===== src/rtl/bbpp_pkg.sv =====
// Package for the bit-bang protection port.
// Holds function, line event and link state codes, register index and bit position constants, and the line classifier.
// No dependencies.
`default_nettype none

package bbpp_pkg;

    localparam int REG_COUNT = 4;
    localparam int REG_IDX_W = 2;

    localparam logic [REG_IDX_W-1:0] REG_MODE  = 2'd0;
    localparam logic [REG_IDX_W-1:0] REG_LINES = 2'd2;
    localparam logic [REG_IDX_W-1:0] REG_SHIFT = 2'd3;

    localparam int MODE_BIT = 4;
    localparam int CLK_BIT  = 5;
    localparam int DAT_BIT  = 4;
    localparam int OUT_BIT  = 4;

    localparam logic [3:0] BITS_PER_BYTE = 4'd8;

    typedef enum logic {
        FUNC_WRITE = 1'b0,
        FUNC_READ  = 1'b1
    } t_func;

    typedef enum logic [1:0] {
        EV_LO   = 2'd0,
        EV_HI   = 2'd1,
        EV_RISE = 2'd2,
        EV_FALL = 2'd3
    } t_event;

    typedef enum logic [4:0] {
        ST_IDLE = 5'b00001,
        ST_ADDR = 5'b00010,
        ST_DATA = 5'b00100,
        ST_WAIT = 5'b01000,
        ST_DONE = 5'b10000
    } t_link;

    function automatic t_event classify(input logic cur, input logic prev);
        t_event ev;
        if (cur && !prev) begin
            ev = EV_RISE;
        end else if (!cur && prev) begin
            ev = EV_FALL;
        end else if (cur) begin
            ev = EV_HI;
        end else begin
            ev = EV_LO;
        end
        return ev;
    endfunction

endpackage

`default_nettype wire


===== src/rtl/bit_bang_protection_port_unit.sv =====
// Bit-bang protection port: I2C-like serial device behind four byte registers.
// The result of an accepted transaction appears on o_read_data in the next cycle.
// Throughput: one transaction per cycle; a new transaction enters whenever the
// output register is empty or its result is taken in the same cycle.
// Reset: synchronous, active low; clears all registers but o_read_data, and sets the link to idle.
// Depends on bbpp_pkg.
`default_nettype none

module bit_bang_protection_port_unit (
    input  wire logic       i_clk,
    input  wire logic       i_rst_n,
    input  wire logic       i_valid,
    output logic            o_stall,
    input  wire logic       i_func,
    input  wire logic [1:0] i_reg_index,
    input  wire logic [7:0] i_write_data,
    output logic            o_valid,
    input  wire logic       i_stall,
    output logic [7:0]      o_read_data
);
    import bbpp_pkg::*;

    logic [7:0] r_regs [REG_COUNT];
    logic       r_clk_prev;
    t_event     r_clk_ev;
    t_event     r_clk_ev_prev;
    logic       r_dat_prev;
    t_event     r_dat_ev;
    logic [3:0] r_bit_cnt;
    logic [7:0] r_shift;
    t_link      r_link_state;
    logic [7:0] r_resp;
    logic       r_out_valid;
    logic [7:0] r_read_data;

    logic [7:0] n_regs [REG_COUNT];
    logic       n_clk_prev;
    t_event     n_clk_ev;
    t_event     n_clk_ev_prev;
    logic       n_dat_prev;
    t_event     n_dat_ev;
    logic [3:0] n_bit_cnt;
    logic [7:0] n_shift;
    t_link      n_link_state;
    logic [7:0] n_resp;
    logic [7:0] n_read_data;

    logic       w_accept;
    logic       w_write_mode;
    logic       w_clk;
    logic       w_dat;
    logic [7:0] w_neg;

    assign o_stall     = r_out_valid && i_stall;
    assign w_accept    = i_valid && !o_stall;
    assign o_valid     = r_out_valid;
    assign o_read_data = r_read_data;

    always_comb begin
        n_regs        = r_regs;
        n_clk_prev    = r_clk_prev;
        n_clk_ev      = r_clk_ev;
        n_clk_ev_prev = r_clk_ev_prev;
        n_dat_prev    = r_dat_prev;
        n_dat_ev      = r_dat_ev;
        n_bit_cnt     = r_bit_cnt;
        n_shift       = r_shift;
        n_link_state  = r_link_state;
        n_resp        = r_resp;
        n_read_data   = 8'd0;
        w_write_mode  = 1'b0;
        w_clk         = 1'b0;
        w_dat         = 1'b0;
        w_neg         = 8'd0 - r_shift;

        if (t_func'(i_func) == FUNC_WRITE) begin
            n_regs[i_reg_index] = i_write_data;
            w_write_mode        = n_regs[REG_MODE][MODE_BIT];
            w_clk               = n_regs[REG_LINES][CLK_BIT];
            w_dat               = n_regs[REG_LINES][DAT_BIT];
            n_clk_ev            = classify(w_clk, r_clk_prev);
            n_clk_prev          = w_clk;
            n_dat_ev            = classify(w_dat, r_dat_prev);
            n_dat_prev          = w_dat;
            n_clk_ev_prev       = n_clk_ev;

            if (w_write_mode) begin
                if (r_link_state == ST_IDLE && n_clk_ev == EV_HI && n_dat_ev == EV_FALL) begin
                    n_link_state = ST_ADDR;
                    n_bit_cnt    = 4'd0;
                    n_shift      = 8'd0;
                end else if (r_link_state == ST_WAIT && n_clk_ev == EV_HI
                             && n_dat_ev == EV_RISE) begin
                    n_link_state = ST_DONE;
                    n_bit_cnt    = 4'd0;
                    n_shift      = 8'd0;
                end else if (n_clk_ev == EV_FALL && r_clk_ev_prev == EV_RISE) begin
                    if (r_bit_cnt < BITS_PER_BYTE) begin
                        n_shift   = {r_shift[6:0], w_dat};
                        n_bit_cnt = r_bit_cnt + 4'd1;
                    end else begin
                        case (r_link_state)
                            ST_ADDR: begin
                                n_link_state = ST_DATA;
                                n_bit_cnt    = 4'd0;
                                n_shift      = 8'd0;
                            end
                            ST_DATA: begin
                                n_resp       = {w_neg[3:0], w_neg[7:4]};
                                n_link_state = ST_WAIT;
                                n_bit_cnt    = 4'd0;
                                n_shift      = 8'd0;
                            end
                            default: begin
                            end
                        endcase
                    end
                end
            end else begin
                if (r_link_state == ST_DONE && n_clk_ev == EV_HI && n_dat_ev == EV_RISE) begin
                    n_link_state = ST_IDLE;
                    n_bit_cnt    = 4'd0;
                    n_shift      = 8'd0;
                end
            end
        end else begin
            if (r_link_state == ST_DONE && r_clk_ev == EV_RISE && i_reg_index == REG_SHIFT) begin
                if (r_bit_cnt < BITS_PER_BYTE) begin
                    n_read_data[OUT_BIT] = r_resp[~r_bit_cnt[2:0]];
                    n_bit_cnt            = r_bit_cnt + 4'd1;
                end else begin
                    n_bit_cnt = 4'd0;
                end
            end else begin
                n_read_data = r_regs[i_reg_index];
            end
        end
    end

    always_ff @(posedge i_clk) begin
        if (!i_rst_n) begin
            r_regs        <= '{default: 8'd0};
            r_clk_prev    <= 1'b0;
            r_clk_ev      <= EV_LO;
            r_clk_ev_prev <= EV_LO;
            r_dat_prev    <= 1'b0;
            r_dat_ev      <= EV_LO;
            r_bit_cnt     <= 4'd0;
            r_shift       <= 8'd0;
            r_link_state  <= ST_IDLE;
            r_resp        <= 8'd0;
            r_out_valid   <= 1'b0;
        end else begin
            if (w_accept) begin
                r_regs        <= n_regs;
                r_clk_prev    <= n_clk_prev;
                r_clk_ev      <= n_clk_ev;
                r_clk_ev_prev <= n_clk_ev_prev;
                r_dat_prev    <= n_dat_prev;
                r_dat_ev      <= n_dat_ev;
                r_bit_cnt     <= n_bit_cnt;
                r_shift       <= n_shift;
                r_link_state  <= n_link_state;
                r_resp        <= n_resp;
                r_out_valid   <= 1'b1;
            end else if (!i_stall) begin
                r_out_valid <= 1'b0;
            end
        end
    end

    always_ff @(posedge i_clk) begin
        if (w_accept) begin
            r_read_data <= n_read_data;
        end
    end

    a_cnt_range: assert property (@(posedge i_clk) disable iff (!i_rst_n)
        r_bit_cnt <= BITS_PER_BYTE)
        else $error("Bit counter exceeds one byte.");

    a_write_zero: assert property (@(posedge i_clk) disable iff (!i_rst_n)
        w_accept && i_func == FUNC_WRITE |=> r_out_valid && r_read_data == 8'd0)
        else $error("Write transaction did not return zero.");

    a_state_hold: assert property (@(posedge i_clk) disable iff (!i_rst_n)
        !(w_accept && i_func == FUNC_WRITE) |=> $stable(r_link_state) && $stable(r_shift))
        else $error("Link state changed without a write transaction.");

    a_enter_clears: assert property (@(posedge i_clk) disable iff (!i_rst_n)
        w_accept && n_link_state != r_link_state |=> r_bit_cnt == 4'd0 && r_shift == 8'd0)
        else $error("State change did not clear the bit counter and shift byte.");

endmodule

`default_nettype wire


===== config.mk =====
export PLATFORM = sky130hd
export DESIGN_NAME = bit_bang_protection_port_unit
export DESIGN_NICKNAME = d
export VERILOG_FILES = /design/src/rtl/bbpp_pkg.sv /design/src/rtl/bit_bang_protection_port_unit.sv
export SDC_FILE = /design/constraint.sdc
export NUM_CORES = 1
export LEC_CHECK = 0
export ABC_AREA = 1
export BUFFER_PORTS_ARGS = -buffer_cell sky130_fd_sc_hd__buf_2
export CELL_PAD_IN_SITES_DETAIL_PLACEMENT = 0
export CELL_PAD_IN_SITES_GLOBAL_PLACEMENT = 1
export CORE_ASPECT_RATIO = 0.75
export CORE_MARGIN = 4
export CORE_UTILIZATION = 49
export CTS_BUF_LIST = sky130_fd_sc_hd__clkbuf_8
export DETAILED_ROUTE_END_ITERATION = 8
export PLACE_DENSITY = 0.88
export SETUP_SLACK_MARGIN = 0.2
export SLEW_MARGIN = 20
export SYNTH_ARGS = -nofsm -noshare
export SYNTH_HDL_FRONTEND = slang
export SYNTH_SLANG_ARGS = --single-unit

===== constraint.sdc =====
create_clock -name i_clk -period 4.7 [get_ports i_clk]
set_input_delay 0.47 -clock i_clk [delete_from_list [all_inputs] [get_ports i_clk]]
set_output_delay 0.47 -clock i_clk [all_outputs]
set_load 0.01 [all_outputs]

# ---- After elaboration in Yosys (flattened, before gate mapping)
# Index checks and enable logic that the tools add are counted.
dict set report word_totals {
  reg_bits 70
  wordCells 119
}
dict set report op_classes {
  eq_ne 19
  reduce_logical 30
  n_lt_le_gt_ge 4
  bitwise 6
  muxes 44
  add_sub_neg 2
}
# cell count
set op_table {}
lappend op_table {{two-way mux 8 bit} 10}
lappend op_table {{two-way mux 4 bit} 10}
lappend op_table {{bitwise mux 32 bit} 1}
lappend op_table {{two-way mux 5 bit} 6}
lappend op_table {{binary-select mux 8 bit (select 2 bit)} 1}
lappend op_table {{demux 8 bit (select 2 bit)} 1}
lappend op_table {{logical AND 1 bit} 16}
lappend op_table {{two-way mux 2 bit} 6}
lappend op_table {{equality test 2 bit (second input constant)} 5}
lappend op_table {{inequality test 5 x 2 -> 1 bit (second input constant)} 2}
lappend op_table {{one-hot mux 5 bit (2 select lines)} 1}
lappend op_table {{AND reduction 5 bit} 2}
lappend op_table {{AND reduction 8 bit} 1}
lappend op_table {{subtractor 1 x 8 -> 8 bit (first input constant)} 1}
lappend op_table {{two-way mux 1 bit} 7}
lappend op_table {{inequality test 6 x 3 -> 1 bit (second input constant)} 1}
lappend op_table {{AND reduction 6 bit} 1}
lappend op_table {{equality test 5 x 1 -> 1 bit (second input constant)} 1}
lappend op_table {{equality test 5 x 2 -> 1 bit (second input constant)} 1}
lappend op_table {{equality test 5 x 3 -> 1 bit (second input constant)} 1}
lappend op_table {{equality test 5 x 4 -> 1 bit (second input constant)} 1}
lappend op_table {{equality test 5 bit (second input constant)} 1}
lappend op_table {{zero test 1 bit} 5}
lappend op_table {{inequality test 5 x 1 -> 1 bit (second input constant)} 1}
lappend op_table {{other kinds (17)} 22}

# ---- Logic depth before layout (Yosys ltp)
# Gate-level depths: netlist of the first run.
dict set report logic_depth {
  depth_word 18
  depth_mapped 17
  depth_no_buf 17
}

# ---- Worst setup path after synthesis of the first run
# No wires, ideal clock.
dict set report synth_path {
  kind {input -> register}
  startpoint {input i_reg_index[1]}
  endpoint {register r_link_state[0]}
  required_ns 4.581
  setup_time_ns 0.119
  arrival_time_ns 2.120
  stages 15
  path_slack_ns 2.461
  path_cell_list {buf_6 > nand2_2 > o21ai_0 > ha_1 > inv_1 > nor2_1 > nand2_1 > nor2_1 > nand2_2 > nand2_2 > nor2_1 > nor2_4 > nand2_2 > o21ai_0 > nand2_1}
}
dict set report synth_via {
  elab_chain_len 17
}
# item line
set synth_lines {}
lappend synth_lines {{start, declared} bit_bang_protection_port_unit.sv:15} ;# input wire logic [1:0] i_reg_index,
lappend synth_lines {{inverter 2 -> 3 bit (implied by the code) (*)} bit_bang_protection_port_unit.sv:77} ;# n_regs[i_reg_index] = i_write_data;
lappend synth_lines {{>= comparator 3 bit (implied by the code) or less-than comparator 3 x 1 -> 1 bit (tied branches)} bit_bang_protection_port_unit.sv:77}
lappend synth_lines {{logical AND 1 bit (implied by the code)} bit_bang_protection_port_unit.sv:77}
lappend synth_lines {{two-way mux 8 bit (implied by the code)} bit_bang_protection_port_unit.sv:77}
lappend synth_lines {{demux 8 bit (select 2 bit) (*)} bit_bang_protection_port_unit.sv:77}
lappend synth_lines {{bitwise mux 32 bit (*)} bit_bang_protection_port_unit.sv:77}
lappend synth_lines {{parallel branches: the longest is 11 deep, another holds AND reduction 6 bit} n/a}
lappend synth_lines {{end signal, assigned} bit_bang_protection_port_unit.sv:163} ;# r_link_state <= n_link_state;
lappend synth_lines {{end, declared} bit_bang_protection_port_unit.sv:31} ;# t_link r_link_state;
# Mark *: on every way between the ends. The select of a mux whose other input is x is not followed.
# A chain may end at the register's enable or synchronous reset.

# ---- Final worst setup path of the first run
dict set report layout_path {
  startpoint {input i_reg_index[0]}
  endpoint {register r_resp[4]}
}
dict set report layout_via {
  elab_chain_len 16
}
# item line
set layout_lines {}
lappend layout_lines {{inverter 2 -> 3 bit (implied by the code) (*)} bit_bang_protection_port_unit.sv:77}
lappend layout_lines {{>= comparator 3 bit (implied by the code) or less-than comparator 3 x 1 -> 1 bit (tied branches)} bit_bang_protection_port_unit.sv:77}
lappend layout_lines {{logical AND 1 bit (implied by the code)} bit_bang_protection_port_unit.sv:77}
lappend layout_lines {{two-way mux 8 bit (implied by the code)} bit_bang_protection_port_unit.sv:77}
lappend layout_lines {{demux 8 bit (select 2 bit) (*)} bit_bang_protection_port_unit.sv:77}
lappend layout_lines {{bitwise mux 32 bit (*)} bit_bang_protection_port_unit.sv:77}
lappend layout_lines {{zero test 1 bit} bbpp_pkg.sv:46} ;# end else if (!cur && prev) begin
lappend layout_lines {{logical AND 1 bit} bbpp_pkg.sv:46}
lappend layout_lines {{two-way mux 2 bit} bbpp_pkg.sv:46}
lappend layout_lines {{two-way mux 2 bit} bbpp_pkg.sv:44} ;# if (cur && !prev) begin
lappend layout_lines {{two-way mux 2 bit} bit_bang_protection_port_unit.sv:76} ;# if (t_func'(i_func) == FUNC_WRITE) begin
lappend layout_lines {{equality test 2 x 1 -> 1 bit} {bit_bang_protection_port_unit.sv:88, bit_bang_protection_port_unit.sv:92}}
lappend layout_lines {{logical AND 1 bit (on tied branches)} {bit_bang_protection_port_unit.sv:92, bit_bang_protection_port_unit.sv:88}}
lappend layout_lines {{logical AND 1 bit (on tied branches)} {bit_bang_protection_port_unit.sv:93, bit_bang_protection_port_unit.sv:88}}
lappend layout_lines {{inverter 1 bit (no source line)} n/a}
lappend layout_lines {{AND reduction 8 bit (no source line) (*)} n/a}
lappend layout_lines {{end signal, assigned} bit_bang_protection_port_unit.sv:164} ;# r_resp <= n_resp;
lappend layout_lines {{end, declared} bit_bang_protection_port_unit.sv:32} ;# logic [7:0] r_resp;
# Every way passes the cells marked *; elsewhere a longest branch is shown, timed or not. The select of a mux whose other input is x is not followed.

==> results of run 1 <==
[metal layers]
layer / up-vias / part of all wire, % / global-route usage [%]
met5: - / 0 / 0
met1: 1374 / 53 / 33.23
li1: 1578 / - / -
met3: 10 / 5.7 / 5.502
met2: 99 / 41 / 29.26
met4: 0 / 1.0 / 5.563
[cells in the final DEF (no fill, tap or decap), drive strengths merged]
cell and instances:
clkbuf 10, o211a 1, nand2 64, a21oi 17
a211oi 1, nor2 132, o221ai 2, o22ai 1
a221oi 1, nor3 3, o21ai 57, edfxtp 8
clkinvlp 2, ha 6, xor2 6, bufinv 1
a31oi 8, nand3 21, dfxtp 60, buf 24
inv 51, and2 1, a22oi 7, nand4 8
clkinv 6
[flip-flops by register name, indices dropped and copies added, names as in the netlist]
name,flops
o_read_data,8
o_valid,1
r_bit_cnt,4
r_clk_ev_prev,2
r_link_state,5
r_regs,32
r_resp,8
r_shift,8
[path summary, 6_finish.rpt]
| kind | end | slack [ps] | cells after the start |
|---|---|---|---|
| max | r_resp[4] | 2380 | 15 |
| min | r_regs[7] | 390 | 3 |
| max reg2reg | r_resp[4] | 2450 | 12 |
| min reg2reg | r_regs[28] | 480 | 2 |
[logic make-up after synthesis]
logic type / Yosys count
buffers and inverters: 63
AO/OA/AOI/OAI: 95
adder cells (fa/ha/maj): 6
XOR/XNOR: 6
flip-flops: 68
AND/OR/NAND/NOR: 229
[tightest hold or removal path, delay by kind of cell]
family	cells	cell delay, ps
simple gates	2	130
buf+inv	1	100
[power by group through the flow]
| stage | Combinational, W | Clock, W | Sequential [W] |
|---|---|---|---|
| 6_report | 0.000139 | 0.000486 | 0.000622 |
| 5_1_grt | 0.000157 | 0.000526 | 0.000624 |
| 4_1_cts | 0.000138 | 0.000501 | 0.000621 |
| 3_5_place_dp | 0.000137 | 0 | 0.000634 |
| 3_3_place_gp | 0.000137 | 0 | 0.000634 |
| 2_1_floorplan | 0.0000951 | 0 | 0.000634 |
[through the flow]
stage          hold WS [ps]  util (%)  power (W)  cell area, um2
5_1_grt               395.0     57.53   0.001307            3725
2_1_floorplan         445.3         -  0.0007290            3348
3_3_place_gp          461.7     54.42  0.0007717            3523
6_report              390.0     57.53   0.001246            3725
3_5_place_dp          466.8     54.42  0.0007717            3523
4_1_cts               378.1     57.53   0.001261            3725
[area by class of cell]
cell class                 instances  area share, %
multi-input combinational        336          44.37
sequential                        68          38.70
inverter                          54          5.576
clock buffer                      10          3.695
timing repair buffer              24          3.225
tap                               81          2.721
clock inverter                     6          1.713
==> results.yml, run 1 <==
run_status:
  status: "completed"
sta:
  max-slew-margin-rel_pct: 38.29
  max_freq_mhz: 431.4
  hold_violations: 0
  max_slew.worst_pin.slew_ps: 925.6
  fin_tns_setup_ps: 0
  setup_slack_ps: 2382
  min_period_ps: 2318
  setup_viol: 0
  post-route-period-util_pct: 49.32
  rsz0062_at_grt: "false"
  drv_slew: 0
  worst_clock_skew_ps: 7.853
yosys:
  ys_ff_latch: 68
  syn-instance-count: 467
  synth_area_per_cell_um2: 7.170
  synthMuxAreaShare_pct: 0
  yosys_warnings: 0
  synthAdderAreaFrac_pct: 2.242
  synth_top_flop_cell: "dfxtp_1"
  ys_top_cells_by_count: "nor2_1, dfxtp_1, o21ai_0"
  synth_compound_gate_area_share_pct: 15.77
  synth_cell_types: 33
  synth-simple-area-share_pct: 29.78
  synth-seq-area-share_pct: 43.05
  async_reset_ff_share_pct: 0
  yosys.area_share.xor_xnor_pct: 1.570
  yosysTopAreaCell: "dfxtp_1"
  synth_top_family_by_area: "simple AND/OR/NAND/NOR gates"
  synth.net_count: 488
  synth_edf_count: 8
  syn-cell-area_um2: 3348
  synth.area.top_cells: "dfxtp_1, nor2_1, o21ai_0, edfxtp_1, nand2_1"
  synth_most_common_cell: "nor2_1"
  yosys.area.top_type_share_pct: 35.87
pwr:
  p_per_area_nw_per_um2: 334.6
  switching_share_pct: 27.00
  p_leak_nw: 1.606
  vdd_drop_max_mv: 0.1732
  comb_power_share_pct: 11.2
  clockPowerShare_pct: 39.0
  power.switching_w: 0.0003364
  p_int_w: 0.0009098
  seqPwrFrac_pct: 49.9
drt:
  drtIter0Drc: 163
  vias: 3061
  drc: 0
  viasPerCell: 5.287
  postRouteAntennaNets: 0
  wl_um: 8273
  dr.pass1.iters: 5
  wl_per_cell_um: 14.29
setup_path:
  critPathTopFamily: "simple AND/OR/NAND/NOR gates"
  critPathSlowestCell: "nor2_2"
  critPathKind: "input pin to flip-flop"
  end_kind: "flip-flop"
  timing.rr.start: "r_regs[13]"
  crit_path_start: "i_reg_index[0]"
  critPathBufInv: 3
  max_stage_delay_ps: 500
  critPathLaunchType: "input pin"
  worstPathArrival_ps: 2580
  worstPathRequired_ps: 4970
  cp_max_fo: 15
  crit_chain: "buf_2 > inv_2 > nand2_2 > nand2_1 > o21ai_0 > ha_1 > inv_1 > nor2_1 > nand2_1 > nor2_1 > nand2_2 > nand3_1 > nor2_2 > o21ai_0 > a21oi_1"
clocking:
  cts_setup_buffers: 0
  ctsResizeCount: 0
  clock-root-buffer: "clkbuf_8"
  cts_buffers: 9
  htreeDepth: 3
  cts_tree: "yes"
  clock_latency_ps: 340
  cts_buffer_depth: 2
  cts.sinks: 68
  clk_pin_slew_ps: 80
  hold_buffers: 0
die:
  initial_utilization_pct: 51.71
  die_width_um: 103.5
  core.rowCount: 25
  io_pins: 25
  core_area_um2: 6475
  die_y_um: 79.59
  dieArea_um2: 8234
min_path:
  worst_hold_path_type: "input pin to flip-flop"
  hold_start: "i_write_data[7]"
layout:
  diodes: 0
  finalNetCount: 514
  multi_input_area_um2: 1653
  stdcell_count: 579
  nFillCells: 633
  seqCellArea_um2: 1441
  area_growth_pct: 11.25
  drive_gt1_share_pct: 13.25
placement:
  globalplace.congestion: 0.8908
  io_buffers: 24
  hpwlAfterDp_um: 5758
  placed_cells: 563
  place_ws_ps: 2040
global_routing:
  antenna_found_initial: 0
  overflow: 0
  grt_pass1_wl_um: 13640
  grt_pass1_vias: 2726
  grt_start_max_net_pins: 59
  track_usage_pct: 21.54
job:
  cap_viol_max_count: 0
Note: power is estimated with default switching activity, not from simulation.
==> inputs of run 2 (changes only) <==
Settings changed: ABC_AREA 1 to 0, CORE_UTILIZATION 49 to 50, PLACE_DENSITY 0.88 to 0.83.
Clock period 4.7 ns to 2.4 ns, I/O delays scaled along.
==> run 2 against run 1 <==
Against the previous run:
- area after synthesis grew 2.7%
- combinational power grew 78%
- wire length shrank 10%
- via count shrank 18%
- utilization grew 5.3 points
- non-clock buffer count grew 25
==> results.yml, run 2 <==
run_status:
  status: "completed"
clocking:
  cts.sinks: 68
  cts_tree: "yes"
  clk_pin_slew_ps: 70
  hold_buffers: 0
  cts_buffer_depth: 2
  cts_buffers: 9
  clock_latency_ps: 350
  htreeDepth: 3
  clock-root-buffer: "clkbuf_8"
yosys:
  async_reset_ff_share_pct: 0
  ys_top_cells_by_count: "dfxtp_1, nor2b_1, mux2i_1"
  ys_ff_latch: 68
  synth_most_common_cell: "dfxtp_1"
  synth.area.top_cells: "dfxtp_1, mux2i_1, nor2b_1, edfxtp_1, mux4_2"
  syn-instance-count: 322
  yosysTopAreaCell: "dfxtp_1"
  synth_edf_count: 8
  synth-seq-area-share_pct: 41.91
  yosys_warnings: 0
  synth_cell_types: 55
  synth_top_flop_cell: "dfxtp_1"
  synth_area_per_cell_um2: 10.68
  synth.net_count: 343
  yosys.area.top_type_share_pct: 34.92
  syn-cell-area_um2: 3440
setup_path:
  cp_max_fo: 5
  worstSetupEndpoint: "r_link_state[3]"
  crit_path_start: "r_regs[13]"
  timing.rr.start: "r_regs[13]"
  worstReg2RegEnd: "r_link_state[3]"
  critPathLaunchType: "flip-flop"
  rrSetupSlack_ps: 200
  worstPathArrival_ps: 2480
  worstPathRequired_ps: 2690
  reg2reg_depth: 8
  end_kind: "flip-flop"
  critPathKind: "flip-flop to flip-flop"
sta:
  setup_viol: 0
  max_freq_mhz: 455.2
  post-route-period-util_pct: 91.54
  fin_tns_setup_ps: 0
  hold_violations: 0
  drv_slew: 0
  max_slew.worst_pin.slew_ps: 634.9
  min_period_ps: 2197
  rsz0062_at_grt: "true"
  worst_clock_skew_ps: 7.444
  max-slew-margin-rel_pct: 57.56
drt:
  wl_per_cell_um: 16.35
  drtIter0Drc: 102
  viasPerCell: 5.517
  postRouteAntennaNets: 0
  dr.pass1.iters: 4
  vias: 2499
  wl_um: 7408
  drc: 0
die:
  die_y_um: 79.83
  initial_utilization_pct: 53.12
  core_area_um2: 6475
  core.rowCount: 25
  dieArea_um2: 8284
  io_pins: 25
  die_width_um: 103.8
layout:
  finalNetCount: 388
  layout_commonest_cell: "dfxtp_1"
  nFillCells: 541
  multi_input_area_um2: 1947
  diodes: 0
  largest_register_ffs: 32
  seqCellArea_um2: 1443
  drive_gt1_share_pct: 26.08
  final_cell_mix: "dfxtp_1, nor2b_1, mux2i_1, nand2_1"
  regMostFlops: "r_regs"
  area_growth_pct: 18.33
placement:
  globalplace.congestion: 0.8566
  hpwlAfterDp_um: 5217
  io_buffers: 24
job:
  cap_viol_max_count: 0
global_routing:
  grt_start_max_net_pins: 39
  antenna_found_initial: 0
  overflow: 0
  grt_pass1_vias: 2477
  track_usage_pct: 19.33
  grt_pass1_wl_um: 12580
min_path:
  worst_hold_path_type: "input pin to flip-flop"
pwr:
  p_per_area_nw_per_um2: 634.0
  vdd_drop_max_mv: 0.3431
  power_w: 0.002581
  p_leak_nw: 1.641
==> run 2: area by class of cell <==
cell class,instances,area share (%)
clock inverters,7,2.859
repair buffers,49,7.870
inverters,5,0.4611
flip-flops and latches,68,35.44
well taps,81,2.490
clock buffers,9,3.043
multi-input cells,234,47.83
==> run 2: repair_timing <==
item,CTS,global route
gates resized for setup,0,4
pin swaps,2,2
endpoints found under the setup margin,4,14
buffers inserted,3,1
==> run 2: kinds of logic (layout without fill, tap and decap cells) <==
kind of cell / Yosys count / in the layout / share of synthesized area, %
fa+ha+maj: 6 / 6 / 2.183
flops: 68 / 68 / 41.91
compound gates: 46 / 46 / 11.46
buf+inv: 20 / 70 / 2.874
xor+xnor: 7 / 7 / 1.783
simple gates: 128 / 128 / 22.45
mux: 47 / 47 / 17.35
==> run 2: per-stage QoR <==
stage | utilization, % | instance area [um2] | cells | hold slack, ps | setup slack, ps
after global placement | 58.40 | 3781 | 433 | 464.4 | 26.77
after CTS | 62.65 | 4056 | 452 | 154.4 | 198.1
after global routing | 62.86 | 4070 | 453 | 163.7 | 108.7
after detailed placement | 58.40 | 3781 | 433 | 472.9 | -39.84
final | 62.86 | 4070 | 453 | 160.0 | 203.0
after floorplan | - | 3486 | 322 | 364.1 | -88.63
==> run 2: power breakdown <==
part,switching [W],internal (W)
sequential,0.0000134,0.00117
clock,0.000459,0.000688
combinational,0.000134,0.000112
==> run 2: how the worst min path moves through the flow <==
stage,startpoint,to,depth (start not counted)
after global placement,r_regs[8],r_regs[8],2
after global routing,i_valid,o_valid,2
final,i_valid,o_valid,2
after detailed placement,r_regs[9],r_regs[9],2
after CTS,i_valid,o_valid,2
after floorplan,i_valid,o_valid,1
==> run 2: worst max-delay path, cell delays in order (launching register included) <==
cell and delay, ps:
dfxtp_2 350, buf_4 150, ha_4 140, or3b_4 380, a2111oi_4 320, or3_4 260, o211ai_4 110, or3_1 320
a21boi_1 110
==> run 2: per-layer routing <==
| layer | share of wire, % | global-route usage, % |
|---|---|---|
| met2 | 43 | 28.33 |
| met5 | 0 | 0 |
| met3 | 4.8 | 6.791 |
| met4 | 1.4 | 6.375 |
| met1 | 51 | 26.61 |
==> inputs of run 3 (changes only) <==
Settings changed: RECOVER_POWER set to 25.
==> run 3 against run 2 <==
Against the previous run:
- largest power group unchanged
- register-to-register slack got worse by 30 ps
- die area did not move
- highest routed layer unchanged
- clock skew barely moved
- wire length rose by 0.35%
==> results.yml, run 3 (synthesis results as in run 2) <==
run_status:
  status: "completed"
layout:
  diodes: 0
  nFillCells: 548
  layout_commonest_cell: "dfxtp_1"
  final_cell_mix: "dfxtp_1, nor2b_1, mux2i_1, nand2_1, buf_4"
  area_growth_pct: 17.64
  drive_gt1_share_pct: 22.85
  fin_area_um2: 4046
  regMostFlops: "r_regs"
  finalNetCount: 388
  largest_register_ffs: 32
  multi_input_area_um2: 1942
  seqCellArea_um2: 1443
placement:
  place_area_um2: 3781
  globalplace.congestion: 0.8566
  hpwlAfterDp_um: 5217
  io_buffers: 24
drt:
  drc: 0
  drtIter0Drc: 121
  dr.pass1.iters: 4
  vias: 2513
  wl_per_cell_um: 16.41
  wl_um: 7434
  viasPerCell: 5.547
  postRouteAntennaNets: 0
clocking:
  cts.sinks: 68
  cts_buffers: 9
  hold_buffers: 0
  clock-root-buffer: "clkbuf_8"
  htreeDepth: 3
  clk_pin_slew_ps: 70
  clock_latency_ps: 350
  cts_buffer_depth: 2
  cts_tree: "yes"
setup_path:
  max_stage_delay_ps: 380
  crit_path_start: "r_regs[13]"
  timing.rr.start: "r_regs[13]"
  critPathLaunchType: "flip-flop"
  critPathKind: "flip-flop to flip-flop"
  worstPathArrival_ps: 2510
  critPathSlowestCell: "or3b_4"
  worstReg2RegEnd: "r_link_state[3]"
  worstPathRequired_ps: 2690
  crit_chain: "buf_4 > ha_4 > or3b_4 > a2111oi_4 > or3_4 > o211ai_4 > or3_1 > a21boi_1"
  rrSetupSlack_ps: 170
  cp_max_fo: 5
  reg2reg_depth: 8
  end_kind: "flip-flop"
global_routing:
  grt_pass1_vias: 2477
  grt_use_met3_pct: 6.791
  grt_util_met2_pct: 28.33
  antenna_found_initial: 0
  track_usage_pct: 19.33
  grt_start_max_net_pins: 39
  grt_pass1_wl_um: 12580
  overflow: 0
  met1_usage_pct: 26.61
  top_usage_layer: "met2"
pwr:
  power_w: 0.002578
  vdd_drop_max_mv: 0.3430
  p_per_area_nw_per_um2: 637.2
  p_leak_nw: 1.601
die:
  die_width_um: 103.8
  core.rowCount: 25
  io_pins: 25
  core_area_um2: 6475
  die_y_um: 79.83
  dieArea_um2: 8284
  initial_utilization_pct: 53.12
sta:
  setup_viol: 0
  drv_slew: 0
  max-slew-margin-rel_pct: 54.20
  min_period_ps: 2229
  post-route-period-util_pct: 92.86
  max_slew.worst_pin.slew_ps: 687.0
  worst_clock_skew_ps: 7.337
  hold_violations: 0
  rsz0062_at_grt: "true"
  max_freq_mhz: 448.7
min_path:
  min_to: "o_valid"
  hold_depth: 2
  worst_hold_path_type: "input pin to flip-flop"
  hold_start: "i_valid"
job:
  cap_viol_max_count: 0
run 3: changes by cell type in the layout (fill, tap and decap cells not counted):
cell,previous run,this run
nor3b_2,1,0
buf_2,24,15
and2_0,0,1
nor3b_1,0,1
buf_4,24,22
clkbuf_1,0,11
and2_1,1,0
run 3: power breakdown:
group / switching (W) / internal, W / leakage (nW) / total [W]
Combinational: 0.000134 / 0.000108 / 0.910 / 0.000242
Sequential: 0.0000137 / 0.00117 / 0.567 / 0.00119
Clock: 0.000460 / 0.000688 / 0.125 / 0.00115
run 3: area by class of cell:
type                            instances  share of cell area (%)
Timing Repair Buffer                   49                   7.452
Sequential cell                        68                   35.65
Multi-Input combinational cell        234                   47.99
Tap cell                               81                   2.505
Clock buffer                            9                   3.061
Clock inverter                          7                   2.876
Inverter                                5                  0.4638
run 3: how the worst max path moves through the flow:
stage / end / slack, ps / cells past startpoint
after CTS: r_link_state[3] / 200 / 8
after global routing: r_link_state[3] / 80 / 8
final: r_link_state[3] / 170 / 8
after global placement: r_shift[0] / 30 / 11
after detailed placement: r_shift[0] / -40 / 11
after floorplan: r_link_state[3] / -90 / 12
run 3: critical path: cells and delay by family (launching register included):
kind,cells,cell delay [ps]
AO/OA/AOI/OAI,3,550
flip-flops,1,350
adder cells (fa/ha/maj),1,140
AND/OR/NAND/NOR,3,990
buffers and inverters,1,150
run 3: through the flow:
step           hold WS, ps  instances  setup slack, ps  utilization, %  TNS [ps]
2_1_floorplan        364.1        322           -88.63               -    -102.7
4_1_cts              154.4        452            198.1           62.65         0
3_5_place_dp         472.9        433           -39.84           58.40    -126.1
5_1_grt              166.3        453            80.63           62.49         0
6_report             164.4        453            171.3           62.49         0
3_3_place_gp         464.4        433            26.77           58.40         0
run 3: repair_timing:
action	4_1_cts	5_1_grt
pin swaps	2	2
setup endpoints to repair	4	14
resized for setup	0	4
setup buffers	3	1
run 3: layer usage:
metal | vias to the layer above | wire length, um
met2 | 47 | 3138
li1 | 1243 | -
met3 | 8 | 356
met4 | 0 | 102
met5 | - | 0
met1 | 1215 | 3837
